--- src/rtl/core/hbe_pkg.sv ---
// Types, constants and helper functions for the half-block color encoder.
// No dependencies.
`default_nettype none

package hbe_pkg;

	localparam int CFG_DATA_W = 12;
	localparam int CFG_IDX_W  = 2;

	localparam logic [CFG_IDX_W-1:0] REG_WIDTH  = 2'd0;
	localparam logic [CFG_IDX_W-1:0] REG_HEIGHT = 2'd1;

	localparam int Q_DEPTH = 2;
	localparam int Q_AW    = 1;

	// one color value, already split into decimal digits
	typedef struct packed {
		logic [1:0] ndig;
		logic [1:0] hund;
		logic [3:0] tens;
		logic [3:0] ones;
	} dec_t;

	// classified cell handed from front to back
	typedef struct packed {
		logic       hdr;
		logic       ftr;
		dec_t [5:0] val;
	} cell_t;

	// token sequence of one cell
	localparam logic [3:0] TK_HDR   = 4'd0;
	localparam logic [3:0] TK_FG    = 4'd1;
	localparam logic [3:0] TK_V0    = 4'd2;
	localparam logic [3:0] TK_S0    = 4'd3;
	localparam logic [3:0] TK_V1    = 4'd4;
	localparam logic [3:0] TK_S1    = 4'd5;
	localparam logic [3:0] TK_V2    = 4'd6;
	localparam logic [3:0] TK_BG    = 4'd7;
	localparam logic [3:0] TK_V3    = 4'd8;
	localparam logic [3:0] TK_S2    = 4'd9;
	localparam logic [3:0] TK_V4    = 4'd10;
	localparam logic [3:0] TK_S3    = 4'd11;
	localparam logic [3:0] TK_V5    = 4'd12;
	localparam logic [3:0] TK_GLYPH = 4'd13;
	localparam logic [3:0] TK_FTR   = 4'd14;

	localparam logic [7:0] ASCII_ZERO = 8'h30;

	// fixed text: header, fg intro, semicolon, bg intro, glyph, footer
	localparam logic [7:0] TEXT_ROM [0:40] = '{
		8'h1B, 8'h5B, 8'h3F, 8'h32, 8'h30, 8'h32, 8'h36, 8'h68, 8'h1B, 8'h5B, 8'h48,
		8'h1B, 8'h5B, 8'h33, 8'h38, 8'h3B, 8'h32, 8'h3B,
		8'h3B,
		8'h3B, 8'h34, 8'h38, 8'h3B, 8'h32, 8'h3B,
		8'h6D, 8'hE2, 8'h96, 8'h80,
		8'h1B, 8'h5B, 8'h30, 8'h6D, 8'h1B, 8'h5B, 8'h3F, 8'h32, 8'h30, 8'h32, 8'h36, 8'h6C
	};

	function automatic logic tok_is_val(input logic [3:0] tok);
		tok_is_val = (tok == TK_V0) || (tok == TK_V1) || (tok == TK_V2) ||
			(tok == TK_V3) || (tok == TK_V4) || (tok == TK_V5);
	endfunction

	function automatic logic [5:0] tok_start(input logic [3:0] tok);
		case (tok)
			TK_HDR:   tok_start = 6'd0;
			TK_FG:    tok_start = 6'd11;
			TK_BG:    tok_start = 6'd19;
			TK_GLYPH: tok_start = 6'd25;
			TK_FTR:   tok_start = 6'd29;
			default:  tok_start = 6'd18;
		endcase
	endfunction

	function automatic logic [3:0] tok_text_len(input logic [3:0] tok);
		case (tok)
			TK_HDR:   tok_text_len = 4'd11;
			TK_FG:    tok_text_len = 4'd7;
			TK_BG:    tok_text_len = 4'd6;
			TK_GLYPH: tok_text_len = 4'd4;
			TK_FTR:   tok_text_len = 4'd12;
			default:  tok_text_len = 4'd1;
		endcase
	endfunction

	function automatic dec_t to_dec(input logic [7:0] v);
		logic [1:0]  h;
		logic [6:0]  r;
		logic [14:0] prod;
		logic [3:0]  t;
		dec_t        d;
		if (v >= 8'd200)
			h = 2'd2;
		else if (v >= 8'd100)
			h = 2'd1;
		else
			h = 2'd0;
		r = 7'(v - 8'(h) * 8'd100);
		// r / 10 for r < 100
		prod = 15'(r) * 15'd205;
		t = 4'(prod >> 11);
		d.hund = h;
		d.tens = t;
		d.ones = 4'(r - 7'(t) * 7'd10);
		if (v >= 8'd100)
			d.ndig = 2'd3;
		else if (v >= 8'd10)
			d.ndig = 2'd2;
		else
			d.ndig = 2'd1;
		to_dec = d;
	endfunction

endpackage

`default_nettype wire

--- src/rtl/core/hbe_pixel_if.sv ---
// Pixel-pair channel: valid/ready handshake with upper and lower RGB.
// No dependencies.
`default_nettype none

interface hbe_pixel_if;
	logic       valid;
	logic       ready;
	logic [7:0] upper_red;
	logic [7:0] upper_green;
	logic [7:0] upper_blue;
	logic [7:0] lower_red;
	logic [7:0] lower_green;
	logic [7:0] lower_blue;

	modport source (
		output valid, upper_red, upper_green, upper_blue,
		output lower_red, lower_green, lower_blue,
		input  ready
	);
	modport sink (
		input  valid, upper_red, upper_green, upper_blue,
		input  lower_red, lower_green, lower_blue,
		output ready
	);
endinterface

`default_nettype wire

--- src/rtl/core/hbe_byte_if.sv ---
// Byte stream channel: valid/ready handshake with byte and framing flags.
// No dependencies.
`default_nettype none

interface hbe_byte_if;
	logic       valid;
	logic       ready;
	logic [7:0] out_byte;
	logic       run_last;
	logic       frame_done;

	modport source (output valid, out_byte, run_last, frame_done, input ready);
	modport sink (input valid, out_byte, run_last, frame_done, output ready);
endinterface

`default_nettype wire

--- src/rtl/core/half_block_ansi_color_encoder.sv ---
// Top level of the half-block color encoder: front, queue, serializer.
// Depends on hbe_pkg, hbe_pixel_if, hbe_byte_if and the three submodules.
//
//   channel  | dir | word
//   ---------+-----+---------------------------------------------------
//   pixel    | in  | upper/lower RGB pair for one character cell
//   stream   | out | one byte of the escape stream, run_last, frame_done
//   cfg      | in  | write enable, index, 12-bit data (width, height)
//
// The stream side moves one byte per cycle while the sink is ready; a cell is
// 27 to 39 bytes, plus 11 for the frame header and 12 for the footer, set by the serializer.
// The front takes a pixel word whenever the two-entry queue has room, so it
// keeps accepting while the serializer or the sink stalls, until the queue fills.
// arst_n clears counters, queue and output valid; registers reset to 80x48.
`default_nettype none

module half_block_ansi_color_encoder #(
	parameter int DIM_BITS = 12
) (
	input  wire logic                            clk,
	input  wire logic                            arst_n,
	input  wire logic                            cfg_we,
	input  wire logic [hbe_pkg::CFG_IDX_W-1:0]   cfg_index,
	input  wire logic [hbe_pkg::CFG_DATA_W-1:0]  cfg_data,
	hbe_pixel_if.sink                            pixel,
	hbe_byte_if.source                           stream
);

	logic           q_push;
	logic           q_pop;
	logic           q_full;
	logic           q_empty;
	hbe_pkg::cell_t q_wdata;
	hbe_pkg::cell_t q_head;

	hbe_front #(
		.DIM_BITS (DIM_BITS)
	) u_front (
		.clk       (clk),
		.arst_n    (arst_n),
		.cfg_we    (cfg_we),
		.cfg_index (cfg_index),
		.cfg_data  (cfg_data),
		.pixel     (pixel),
		.q_full    (q_full),
		.q_push    (q_push),
		.q_wdata   (q_wdata)
	);

	hbe_queue u_queue (
		.clk    (clk),
		.arst_n (arst_n),
		.push   (q_push),
		.wdata  (q_wdata),
		.full   (q_full),
		.pop    (q_pop),
		.head   (q_head),
		.empty  (q_empty)
	);

	hbe_serializer u_ser (
		.clk     (clk),
		.arst_n  (arst_n),
		.q_empty (q_empty),
		.q_head  (q_head),
		.q_pop   (q_pop),
		.stream  (stream)
	);

endmodule

`default_nettype wire

--- src/rtl/core/hbe_front.sv ---
// Front end: config registers, position counters, cell classification.
// Depends on hbe_pkg and hbe_pixel_if.
`default_nettype none

module hbe_front #(
	parameter int DIM_BITS = 12
) (
	input  wire logic                            clk,
	input  wire logic                            arst_n,
	input  wire logic                            cfg_we,
	input  wire logic [hbe_pkg::CFG_IDX_W-1:0]   cfg_index,
	input  wire logic [hbe_pkg::CFG_DATA_W-1:0]  cfg_data,
	hbe_pixel_if.sink                            pixel,
	input  wire logic                            q_full,
	output logic                                 q_push,
	output hbe_pkg::cell_t                       q_wdata
);

	logic [DIM_BITS-1:0] width_q;
	logic [DIM_BITS-1:0] height_q;
	logic [DIM_BITS-1:0] col_q;
	logic [DIM_BITS-1:0] band_q;

	logic [DIM_BITS:0]   col_p1;
	logic [DIM_BITS:0]   band_p1;
	logic [DIM_BITS-1:0] bands;
	logic                last_col;
	logic                last_band;
	logic                no_lower;

	assign pixel.ready = !q_full;
	assign q_push      = pixel.valid && !q_full;

	always_comb begin
		col_p1    = {1'b0, col_q} + (DIM_BITS+1)'(1);
		band_p1   = {1'b0, band_q} + (DIM_BITS+1)'(1);
		bands     = DIM_BITS'(({1'b0, height_q} + (DIM_BITS+1)'(1)) >> 1);
		last_col  = col_p1 >= {1'b0, width_q};
		last_band = band_p1 >= {1'b0, bands};
		no_lower  = last_band && height_q[0];
	end

	always_comb begin
		q_wdata.hdr    = (col_q == '0) && (band_q == '0);
		q_wdata.ftr    = last_col && last_band;
		q_wdata.val[0] = hbe_pkg::to_dec(pixel.upper_red);
		q_wdata.val[1] = hbe_pkg::to_dec(pixel.upper_green);
		q_wdata.val[2] = hbe_pkg::to_dec(pixel.upper_blue);
		q_wdata.val[3] = hbe_pkg::to_dec(no_lower ? 8'd0 : pixel.lower_red);
		q_wdata.val[4] = hbe_pkg::to_dec(no_lower ? 8'd0 : pixel.lower_green);
		q_wdata.val[5] = hbe_pkg::to_dec(no_lower ? 8'd0 : pixel.lower_blue);
	end

	always_ff @(posedge clk or negedge arst_n) begin
		if (!arst_n) begin
			width_q  <= DIM_BITS'(80);
			height_q <= DIM_BITS'(48);
		end else if (cfg_we) begin
			if (cfg_index == hbe_pkg::REG_WIDTH)
				width_q <= DIM_BITS'(cfg_data);
			else if (cfg_index == hbe_pkg::REG_HEIGHT)
				height_q <= DIM_BITS'(cfg_data);
		end
	end

	always_ff @(posedge clk or negedge arst_n) begin
		if (!arst_n) begin
			col_q  <= '0;
			band_q <= '0;
		end else if (q_push) begin
			if (last_col && last_band) begin
				col_q  <= '0;
				band_q <= '0;
			end else if (last_col) begin
				col_q  <= '0;
				band_q <= DIM_BITS'(band_p1);
			end else begin
				col_q <= DIM_BITS'(col_p1);
			end
		end
	end

endmodule

`default_nettype wire

--- src/rtl/core/hbe_queue.sv ---
// Two-entry queue of classified cells between front and back.
// Depends on hbe_pkg.
`default_nettype none

module hbe_queue (
	input  wire logic            clk,
	input  wire logic            arst_n,
	input  wire logic            push,
	input  wire hbe_pkg::cell_t  wdata,
	output logic                 full,
	input  wire logic            pop,
	output hbe_pkg::cell_t       head,
	output logic                 empty
);

	hbe_pkg::cell_t                 mem_q [hbe_pkg::Q_DEPTH];
	logic [hbe_pkg::Q_AW-1:0]       wr_ptr_q;
	logic [hbe_pkg::Q_AW-1:0]       rd_ptr_q;
	logic [hbe_pkg::Q_AW:0]         cnt_q;

	assign full  = cnt_q == (hbe_pkg::Q_AW+1)'(hbe_pkg::Q_DEPTH);
	assign empty = cnt_q == '0;
	assign head  = mem_q[rd_ptr_q];

	always_ff @(posedge clk) begin
		if (push)
			mem_q[wr_ptr_q] <= wdata;
	end

	always_ff @(posedge clk or negedge arst_n) begin
		if (!arst_n) begin
			wr_ptr_q <= '0;
			rd_ptr_q <= '0;
			cnt_q    <= '0;
		end else begin
			if (push)
				wr_ptr_q <= wr_ptr_q + hbe_pkg::Q_AW'(1);
			if (pop)
				rd_ptr_q <= rd_ptr_q + hbe_pkg::Q_AW'(1);
			if (push && !pop)
				cnt_q <= cnt_q + (hbe_pkg::Q_AW+1)'(1);
			else if (pop && !push)
				cnt_q <= cnt_q - (hbe_pkg::Q_AW+1)'(1);
		end
	end

endmodule

`default_nettype wire

--- src/rtl/core/hbe_serializer.sv ---
// Back end: walks the token sequence of a cell, one byte per cycle while
// the sink is ready, into a registered output word. Depends on hbe_pkg and hbe_byte_if.
`default_nettype none

module hbe_serializer (
	input  wire logic            clk,
	input  wire logic            arst_n,
	input  wire logic            q_empty,
	input  wire hbe_pkg::cell_t  q_head,
	output logic                 q_pop,
	hbe_byte_if.source           stream
);

	hbe_pkg::cell_t cur_q;
	logic           busy_q;
	logic [3:0]     tok_q;
	logic [3:0]     pos_q;
	logic           out_valid_q;
	logic [7:0]     byte_q;
	logic           last_q;
	logic           done_q;

	logic           advance;
	logic           is_val;
	logic [2:0]     val_idx;
	hbe_pkg::dec_t  dv;
	logic [3:0]     tok_len;
	logic [3:0]     digit;
	logic [7:0]     cur_byte;
	logic           tok_end;
	logic           item_end;

	assign stream.valid      = out_valid_q;
	assign stream.out_byte   = byte_q;
	assign stream.run_last   = last_q;
	assign stream.frame_done = done_q;

	always_comb begin
		is_val  = hbe_pkg::tok_is_val(tok_q);
		val_idx = 3'((tok_q - hbe_pkg::TK_V0) >> 1);
		dv      = cur_q.val[val_idx];
		tok_len = is_val ? {2'b00, dv.ndig} : hbe_pkg::tok_text_len(tok_q);
		case (dv.ndig)
			2'd3: digit = (pos_q == 4'd0) ? {2'b00, dv.hund} :
				(pos_q == 4'd1) ? dv.tens : dv.ones;
			2'd2: digit = (pos_q == 4'd0) ? dv.tens : dv.ones;
			default: digit = dv.ones;
		endcase
		if (is_val)
			cur_byte = hbe_pkg::ASCII_ZERO | {4'h0, digit};
		else
			cur_byte = hbe_pkg::TEXT_ROM[hbe_pkg::tok_start(tok_q) + 6'(pos_q)];
		tok_end  = pos_q == (tok_len - 4'd1);
		item_end = tok_end && ((tok_q == hbe_pkg::TK_FTR) ||
			((tok_q == hbe_pkg::TK_GLYPH) && !cur_q.ftr));
		advance  = busy_q && (!out_valid_q || stream.ready);
		q_pop    = !q_empty && (!busy_q || (advance && item_end));
	end

	always_ff @(posedge clk) begin
		if (q_pop)
			cur_q <= q_head;
		if (advance) begin
			byte_q <= cur_byte;
			last_q <= item_end;
			done_q <= item_end && (tok_q == hbe_pkg::TK_FTR);
		end
	end

	always_ff @(posedge clk or negedge arst_n) begin
		if (!arst_n) begin
			busy_q      <= 1'b0;
			tok_q       <= hbe_pkg::TK_HDR;
			pos_q       <= '0;
			out_valid_q <= 1'b0;
		end else begin
			if (advance)
				out_valid_q <= 1'b1;
			else if (stream.ready)
				out_valid_q <= 1'b0;

			if (q_pop) begin
				busy_q <= 1'b1;
				tok_q  <= q_head.hdr ? hbe_pkg::TK_HDR : hbe_pkg::TK_FG;
				pos_q  <= '0;
			end else if (advance) begin
				if (item_end) begin
					busy_q <= 1'b0;
				end else if (tok_end) begin
					tok_q <= tok_q + 4'd1;
					pos_q <= '0;
				end else begin
					pos_q <= pos_q + 4'd1;
				end
			end
		end
	end

endmodule

`default_nettype wire

--- src/flat_wrapper.sv ---
// flat-port wrapper written by rule: the top's interface ports become plain ports
module half_block_ansi_color_encoder_flat 
#(
	parameter int DIM_BITS = 12
)
  (clk, arst_n, cfg_we, cfg_index, cfg_data, pixel_valid, pixel_upper_red, pixel_upper_green, pixel_upper_blue, pixel_lower_red, pixel_lower_green, pixel_lower_blue, pixel_ready, stream_valid, stream_out_byte, stream_run_last, stream_frame_done, stream_ready);
  hbe_pixel_if pixel_i ();
  hbe_byte_if stream_i ();
  input  wire logic clk;
  input  wire logic arst_n;
  input  wire logic cfg_we;
  input  wire logic [hbe_pkg::CFG_IDX_W-1:0] cfg_index;
  input  wire logic [hbe_pkg::CFG_DATA_W-1:0] cfg_data;
  input wire logic [$bits(pixel_i.valid)-1:0] pixel_valid;
  input wire logic [$bits(pixel_i.upper_red)-1:0] pixel_upper_red;
  input wire logic [$bits(pixel_i.upper_green)-1:0] pixel_upper_green;
  input wire logic [$bits(pixel_i.upper_blue)-1:0] pixel_upper_blue;
  input wire logic [$bits(pixel_i.lower_red)-1:0] pixel_lower_red;
  input wire logic [$bits(pixel_i.lower_green)-1:0] pixel_lower_green;
  input wire logic [$bits(pixel_i.lower_blue)-1:0] pixel_lower_blue;
  output wire logic [$bits(pixel_i.ready)-1:0] pixel_ready;
  output wire logic [$bits(stream_i.valid)-1:0] stream_valid;
  output wire logic [$bits(stream_i.out_byte)-1:0] stream_out_byte;
  output wire logic [$bits(stream_i.run_last)-1:0] stream_run_last;
  output wire logic [$bits(stream_i.frame_done)-1:0] stream_frame_done;
  input wire logic [$bits(stream_i.ready)-1:0] stream_ready;
  assign pixel_i.valid = pixel_valid;
  assign pixel_i.upper_red = pixel_upper_red;
  assign pixel_i.upper_green = pixel_upper_green;
  assign pixel_i.upper_blue = pixel_upper_blue;
  assign pixel_i.lower_red = pixel_lower_red;
  assign pixel_i.lower_green = pixel_lower_green;
  assign pixel_i.lower_blue = pixel_lower_blue;
  assign pixel_ready = pixel_i.ready;
  assign stream_valid = stream_i.valid;
  assign stream_out_byte = stream_i.out_byte;
  assign stream_run_last = stream_i.run_last;
  assign stream_frame_done = stream_i.frame_done;
  assign stream_i.ready = stream_ready;
  half_block_ansi_color_encoder #(.DIM_BITS(DIM_BITS)) u_core (.clk(clk), .arst_n(arst_n), .cfg_we(cfg_we), .cfg_index(cfg_index), .cfg_data(cfg_data), .pixel(pixel_i), .stream(stream_i));
endmodule
--- config.mk ---
export PLATFORM = sky130hd
export DESIGN_NAME = half_block_ansi_color_encoder_flat
export DESIGN_NICKNAME = d
export VERILOG_FILES = /design/src/rtl/core/hbe_pkg.sv /design/src/rtl/core/hbe_pixel_if.sv /design/src/rtl/core/hbe_byte_if.sv /design/src/rtl/core/half_block_ansi_color_encoder.sv /design/src/rtl/core/hbe_front.sv /design/src/rtl/core/hbe_queue.sv /design/src/rtl/core/hbe_serializer.sv /design/src/flat_wrapper.sv
export SDC_FILE = /design/constraint.sdc
export NUM_CORES = 1
export LEC_CHECK = 0
export BUFFER_PORTS_ARGS = -buffer_cell sky130_fd_sc_hd__buf_4
export CORE_ASPECT_RATIO = 0.8
export CORE_MARGIN = 5
export CORE_UTILIZATION = 47
export DETAILED_ROUTE_END_ITERATION = 10
export GPL_ROUTABILITY_DRIVEN = 0
export PLACE_DENSITY = 0.59
export SLEW_MARGIN = 40
export SYNTH_ARGS = -nofsm -noshare
export SYNTH_HDL_FRONTEND = slang
export SYNTH_HIERARCHICAL = 1
export SYNTH_SLANG_ARGS = --single-unit
--- constraint.sdc ---
create_clock -name clk -period 10.1 [get_ports clk]
set_input_delay 2.02 -clock clk [delete_from_list [all_inputs] [get_ports clk]]
set_output_delay 2.02 -clock clk [all_outputs]
set_load 0.01 [all_outputs]
# Yosys cells after proc, flatten, opt, wreduce, memory -nomap -nowiden
# Memories as Yosys holds them, arrays and structs flattened.
# Cells that the tools add are included.
[classes] addsub=24 mul=18 div=0 n_lt_le_gt_ge=22 eq_ne=17 shifts=0 muxes=62 bitwise=2 reduce_logical=45
[op_table] op="multiplier 7 x 8 -> 15 bit (second input constant)" n=6
[op_table] op="2-to-1 mux 12 bit" n=5
[op_table] op="2-to-1 mux 4 bit" n=13
[op_table] op="greater-or-equal comparator 8 x 4 -> 1 bit (second input constant)" n=6
[op_table] op="greater-or-equal comparator 8 x 7 -> 1 bit (second input constant)" n=6
[op_table] op="greater-or-equal comparator 8 bit (second input constant)" n=6
[op_table] op="subtractor 7 bit" n=6
[op_table] op="2-to-1 mux 2 bit" n=20
[op_table] op="2-to-1 mux 8 bit" n=5
[op_table] op="adder 12 x 1 -> 13 bit (second input constant)" n=3
[op_table] op="binary-select mux 12 bit (select 3 bit)" n=1
[op_table] op="multiplier 2 x 5 -> 5 bit (second input constant)" n=6
[op_table] op="greater-or-equal comparator 13 x 12 -> 1 bit" n=2
[op_table] op="one-hot mux 5 bit (5 select lines)" n=1
[op_table] op="zero test 12 bit" n=2
[op_table] op="multiplier 4 x 3 -> 3 bit (second input constant)" n=6
[op_table] op="subtractor 4 bit" n=6
[op_table] op="== test 4 bit (second input constant)" n=5
[op_table] op="one-hot mux 4 bit (5 select lines)" n=1
[op_table] op="2-to-1 mux 1 bit" n=14
[op_table] op="== test 4 x 3 -> 1 bit (second input constant)" n=3
[op_table] op="logical AND 1 bit" n=12
[op_table] op="nonzero test 2 bit" n=6
[op_table] op="adder 4 x 1 -> 4 bit (second input constant)" n=2
[op_table] op="24 further kinds" n=47
[totals] reg_bits=145 latchBits=0 ramBits=148 mem_bits_ro=512 inputBits=67 n_memories=2
[mem_list] memory="(name not given)" words=64 word_bits=8 rd=1 rd_ports_with_merged_regs=0 wr=0 line="hbe_serializer.sv:52" text="cur_byte = hbe_pkg::TEXT_ROM[hbe_pkg::tok_start(tok_q) + 6'(pos_q)];"
[mem_list] memory="u_core.u_queue.mem_q" words=2 word_bits=74 rd=1 rd_ports_with_merged_regs=0 wr=1 line="hbe_queue.sv:16" text="hbe_pkg::cell_t mem_q [hbe_pkg::Q_DEPTH];"

# Depth between registers and ports, before layout
[depth] depth_word=16 ltp_mapped=42 depth_no_buf=41

# Cells and area by module
# The synthesis kept the hierarchy.
[by_module_without_submodules] mod="hbe_front" instances=1 cells_each=1062 area_per_inst_um2=9625.5 seq_area_each_um2=1206.2
[by_module_without_submodules] mod="hbe_queue" instances=1 cells_each=246 area_per_inst_um2=5729.2 seq_area_each_um2=4544.4
[by_module_without_submodules] mod="hbe_serializer" instances=1 cells_each=399 area_per_inst_um2=4983.5 seq_area_each_um2=2742.6

# Worst setup path before layout
# No wires, ideal clock.
[synth_timing] path_kind="register to register" startpoint="register u_core.u_ser.tok_q[1]" endpoint="register u_core/u_queue/cnt_q[1] in the netlist's numbering" setup_ns=0.079 t_arrival_ns=8.815 required_time_ns=10.021 slack_ns=1.206 path_stages_with_launch=23 n_path_buf=3 synth_period_minus_slack_ns=8.894 cell_sequence="dfrtp_1 -> buf_6 -> buf_1 -> clkbuf_1 -> inv_1 -> ha_1 -> xnor2_1 -> nor2_1 -> a22o_1 -> o21ai_0 -> ha_1 -> xor2_1 -> o31a_1 -> and3_1 -> o221ai_1 -> nor4_4 -> nand2_1 -> a21oi_1 -> inv_1 -> ha_1 -> xor2_1 -> nor2_1 -> xor2_1"
[synth_between] elab_chain_cells=16
[synth_lines] item="from (decl)" line="hbe_serializer.sv:16" text="logic [3:0] tok_q;"
[synth_lines] item="from (signal assigned)" line="hbe_serializer.sv:73" text="tok_q <= hbe_pkg::TK_HDR;"
[synth_lines] item="from (signal assigned)" line="hbe_serializer.sv:84" text="tok_q <= q_head.hdr ? hbe_pkg::TK_HDR : hbe_pkg::TK_FG;"
[synth_lines] item="from (signal assigned)" line="hbe_serializer.sv:90" text="tok_q <= tok_q + 4'd1;"
[synth_lines] item="parallel branches: the longest is 9 deep, another holds subtractor 4 x 2 -> 4 bit"
[synth_lines] item="logical AND 1 bit (*)" line="hbe_serializer.sv:54" text="item_end = tok_end && ((tok_q == hbe_pkg::TK_FTR) ||"
[synth_lines] item="logical AND 1 bit (*)" line="hbe_serializer.sv:57" text="q_pop = !q_empty && (!busy_q || (advance && item_end));"
[synth_lines] item="logical OR 1 bit (*)" line="hbe_serializer.sv:57"
[synth_lines] item="logical AND 1 bit (*)" line="hbe_serializer.sv:57"
[synth_lines] item="net u_core.q_pop" line="half_block_ansi_color_encoder.sv:30" text="logic q_pop;"
[synth_lines] item="zero test 1 bit" line="hbe_queue.sv:40" text="if (push && !pop)"
[synth_lines] item="logical AND 1 bit" line="hbe_queue.sv:40"
[synth_lines] item="2-to-1 mux 2 bit or nonzero test 2 bit (tied branches)"
[synth_lines] item="to (signal assigned)" line="hbe_queue.sv:41" text="cnt_q <= cnt_q + (hbe_pkg::Q_AW+1)'(1);"
[synth_lines] item="to (signal assigned)" line="hbe_queue.sv:43" text="cnt_q <= cnt_q - (hbe_pkg::Q_AW+1)'(1);"
[synth_lines] item="to (decl)" line="hbe_queue.sv:19" text="logic [hbe_pkg::Q_AW:0] cnt_q;"
# Mark *: on every way through the listed nets, which the timed path passes. The select of a mux whose other input is x is not followed.
# A chain may end at the register's enable or synchronous reset.

==> flow_metrics.py <==
metrics = {
    "pwr": {
        "total_power_mw": 7.51,
        "p_per_area_mw_per_mm2": 332,
        "swShare_pct": 39.8,
        "leakagePower_nw": 9.98,
        "seq_power_share_pct": 29.2,
        "switching_power_mw": 2.99,
        "combPwrFrac_pct": 55.1,
        "p_int_mw": 4.52,
        "clock_power_share_pct": 15.7,
        "ir_drop_mv": 0.152,
    },
    "cells_and_area": {
        "ff_latch_area_mm2": 0.00850,
        "instances_no_fill": 2375,
        "layout-drive-gt1-share_pct": 15.9,
        "fillCellCount": 3662,
        "nNetsFinal": 2195,
        "multi_input_area_mm2": 0.0109,
        "area_growth_pct": 11.3,
        "antennaDiodeCount": 0,
    },
    "timing": {
        "relSlewSlack_pct": 44.4,
        "period_share_pct": 88.2,
        "setup_tns_ns": 0,
        "rsz0062_at_grt": "false",
        "max_freq_ghz": 0.112,
        "hold_ws_ns": 0.507,
        "fin_crit_ns": 8.91,
        "skew_ns": 0.0188,
        "worstMarginPinSlew_ns": 0.833,
        "finalSetupViolations": 0,
        "hold_viol": 0,
        "slew_violations": 0,
    },
    "clock_network": {
        "cts-root-buf": "clkbuf_16",
        "cts_buffer_depth": 3,
        "ctsHoldBuffers": 0,
        "clk_pin_slew_ns": 0.06,
        "cts_buffers": 34,
        "clock-sinks": 293,
        "clk_latency_ns": 0.52,
        "cts_tree": "done",
        "post_cts_buffers": 0,
        "cts_max_level": 2,
        "post_cts_resized": 0,
    },
    "synth": {
        "synthMuxAreaShare_pct": 8.16,
        "synth_edf_count": 231,
        "synth-seq-area-share_pct": 41.8,
        "syn_nets": 2113,
        "syn_inst": 1707,
        "synth_top_family_by_area": "adder cells",
        "synth_area_mm2": 0.0203,
        "ys_ff_latch": 293,
        "avgSynthCellArea_um2": 11.9,
        "yosys_most_used_dff": "edfxtp_1",
        "synthSimpleGateAreaFrac_pct": 8.82,
        "synth_compound_area_share_pct": 8.58,
        "yosys.area_share.xor_xnor_pct": 4.74,
        "post_synth_fa_ha_maj_area_fraction_pct": 23.1,
        "synth.distinct_cells": 85,
        "yosys_warnings": 6,
        "ys_async_sr_fraction_pct": 21.2,
    },
    "critical_path": {
        "worstPathRequired_ns": 10.35,
        "critPathCapture": "u_core/u_queue/mem_q[0][63]",
        "r2r-start": "u_core/u_front/height_q[4]",
        "cp.depth": 41,
        "crit_path_start_kind": "register",
        "crit_slowest_cell": "dfstp_2",
        "ff2ff_path_depth": 41,
        "max_stage_delay_ns": 0.55,
        "end_kind": "register",
        "crit_family": "adder cells",
        "arrival_ns": 9.16,
        "crit_path_start": "u_core/u_front/height_q[4]",
        "cp_max_fo": 23,
        "r2r_slack_ns": 1.19,
        "r2r_end": "u_core/u_queue/mem_q[0][63]",
        "path_class": "register to register",
        "critPathBufInv": 5,
    },
    "drt": {
        "dr.max_layer_used": "met4",
        "route.met3.wl_um": 1930,
        "dr.pass1.iters": 5,
        "drt_wl_total_um": 41100,
        "wl_per_cell_um": 17.3,
        "ant_nets": 0,
        "wl_met1_um": 21200,
        "met2_length_um": 17400,
        "num_vias": 12800,
        "drt_iter0_markers": 870,
        "drc": 0,
        "viasPerCell": 5.40,
    },
    "global_routing": {
        "grt_usage_pct": 17.3,
        "first_global_vias": 12900,
        "grt_overflow": 0,
        "grt_first_pass_wirelength_um": 67700,
        "grt_max_degree": 63,
        "antenna_found_initial": 1,
    },
    "outcome": {
        "status": "completed",
    },
    "placement": {
        "placed_cells": 2313,
        "dpl.hpwl_um": 31100,
        "io_buffers": 78,
    },
    "die": {
        "die_area_mm2": 0.0476,
        "start_util_pct": 47.3,
        "io_pins": 79,
        "core-area_mm2": 0.0430,
        "placementRows": 68,
        "die_h_um": 196,
        "die_w_um": 243,
    },
    "min_path": {
        "worstHoldStart": "u_core/u_queue/cnt_q[1]",
        "hp-class": "register to register",
    },
    "flow_run": {
        "cap_violations": 0,
    },
}
## stage by stage
stage          cell area [um2]  util, %  worst slack (ns)
2_1_floorplan            20300        -              1.21
6_report                 22600     52.7              1.19
3_5_place_dp             21500     50.2              1.20
5_1_grt                  22600     52.7             0.497
3_3_place_gp             21500     50.0              1.46
4_1_cts                  22600     52.7              1.18
## logic make-up after synthesis
logic type,Yosys count
buffers and inverters,244
and+or+nand+nor,355
AOI/OAI and AO/OA,249
muxes,120
adders and majority gates,339
xor gates and xnor gates,107
DFF,293
## cell usage after synthesis, drive strengths merged (7+ instances only)
cell / instances / area share, %
a22o: 9 / 0.39
a211oi: 12 / 0.49
ha: 278 / 17
o211ai: 8 / 0.30
mux2i: 17 / 0.84
dfrtp: 58 / 7.1
o21ai: 68 / 1.7
xnor2: 62 / 2.7
edfxtp: 231 / 34
inv: 199 / 3.7
nor2: 55 / 1.0
a211o: 7 / 0.30
or3: 7 / 0.22
a31oi: 9 / 0.28
and2: 8 / 0.25
a21o: 9 / 0.33
nand3: 39 / 0.98
clkbuf: 28 / 0.52
nand2b: 20 / 0.62
nor4: 13 / 0.47
a21oi: 48 / 1.2
and3: 10 / 0.31
o211a: 7 / 0.38
xor2: 43 / 1.9
mux2: 91 / 6.0
fa: 61 / 6.0
buf: 16 / 0.63
nand2: 113 / 2.1
nand4: 18 / 0.55
nor2b: 18 / 0.55
or2: 11 / 0.34
o21a: 8 / 0.30
mux4: 12 / 1.4
nor3: 23 / 0.57
## sequential cells by signal (all words and copies together) (netlist names), 2 cells and up
register                      count
u_core/u_queue/cnt_q              2
u_core/u_queue/mem_q            148
u_core/u_ser/cur_q               73
u_core/u_front/height_q          12
u_core/u_ser/stream.out_byte      8
u_core/u_ser/pos_q                4
u_core/u_front/col_q             12
u_core/u_front/band_q            12
u_core/u_ser/tok_q                4
u_core/u_front/width_q           12
## cells in the final DEF, fill, tap and decap left out, types with 7 or more instances in the layout
cell type	Yosys	final
o21a_1	8	8
mux2_4	50	50
o21ai_0	63	63
nand2_1	112	112
ha_1	278	278
or2_2	11	11
nor2b_1	18	17
nand2b_1	20	20
edfxtp_1	231	231
a21oi_1	48	47
fa_1	61	61
nand4_1	18	18
inv_1	199	199
and2_1	8	7
mux2i_1	17	17
a211o_1	7	7
nand3_1	38	38
dfrtp_1	58	57
a21o_1	9	9
xor2_1	43	42
o211ai_1	8	8
nor3_1	23	23
a31oi_1	9	9
clkbuf_16	0	34
clkinvlp_4	0	7
xnor2_1	62	60
a22o_1	9	9
mux4_2	10	10
or3_1	7	7
buf_4	3	88
nor2_1	55	53
and3_1	10	10
a211oi_1	10	10
mux2_2	41	41
nor4_1	12	12
## metal layers
layer  global-route usage [%]  vias up
met2                     25.4      258
met1                     26.9     6213
li1                         -     6316
met5                        0        -
met3                     3.26       37
met4                     3.51        0
## final cells by class
| type | count | area share, % |
|---|---|---|
| timing repair buffer | 90 | 3.09 |
| inverter | 200 | 3.32 |
| clock buffer | 36 | 3.79 |
| sequential | 293 | 37.5 |
| tap | 560 | 3.09 |
| clock inverter | 26 | 0.978 |
| multi-input combinational | 1170 | 48.2 |
## worst min-delay path by stage
stage                                          to  slack (ns)  depth (start not counted)
final                     u_core/u_queue/cnt_q[1]        0.51                          1
after global routing      u_core/u_queue/cnt_q[1]        0.55                          1
after CTS                 u_core/u_queue/cnt_q[1]        0.50                          1
after detailed placement  u_core/u_queue/cnt_q[1]        0.49                          1
after global placement    u_core/u_queue/cnt_q[1]        0.47                          1
after floorplan           u_core/u_queue/wr_ptr_q        0.46                          1
## power by group through the flow
stage | Clock [mW] | Sequential, mW | Combinational [mW]
final | 1.18 | 2.19 | 4.14
after global routing | 1.27 | 2.23 | 4.72
after global placement | 0 | 2.21 | 4.05
after floorplan | 0 | 2.16 | 3.17
after detailed placement | 0 | 2.22 | 4.14
after CTS | 1.21 | 2.20 | 4.17
No activity file was read; power rests on OpenSTA's default activity.
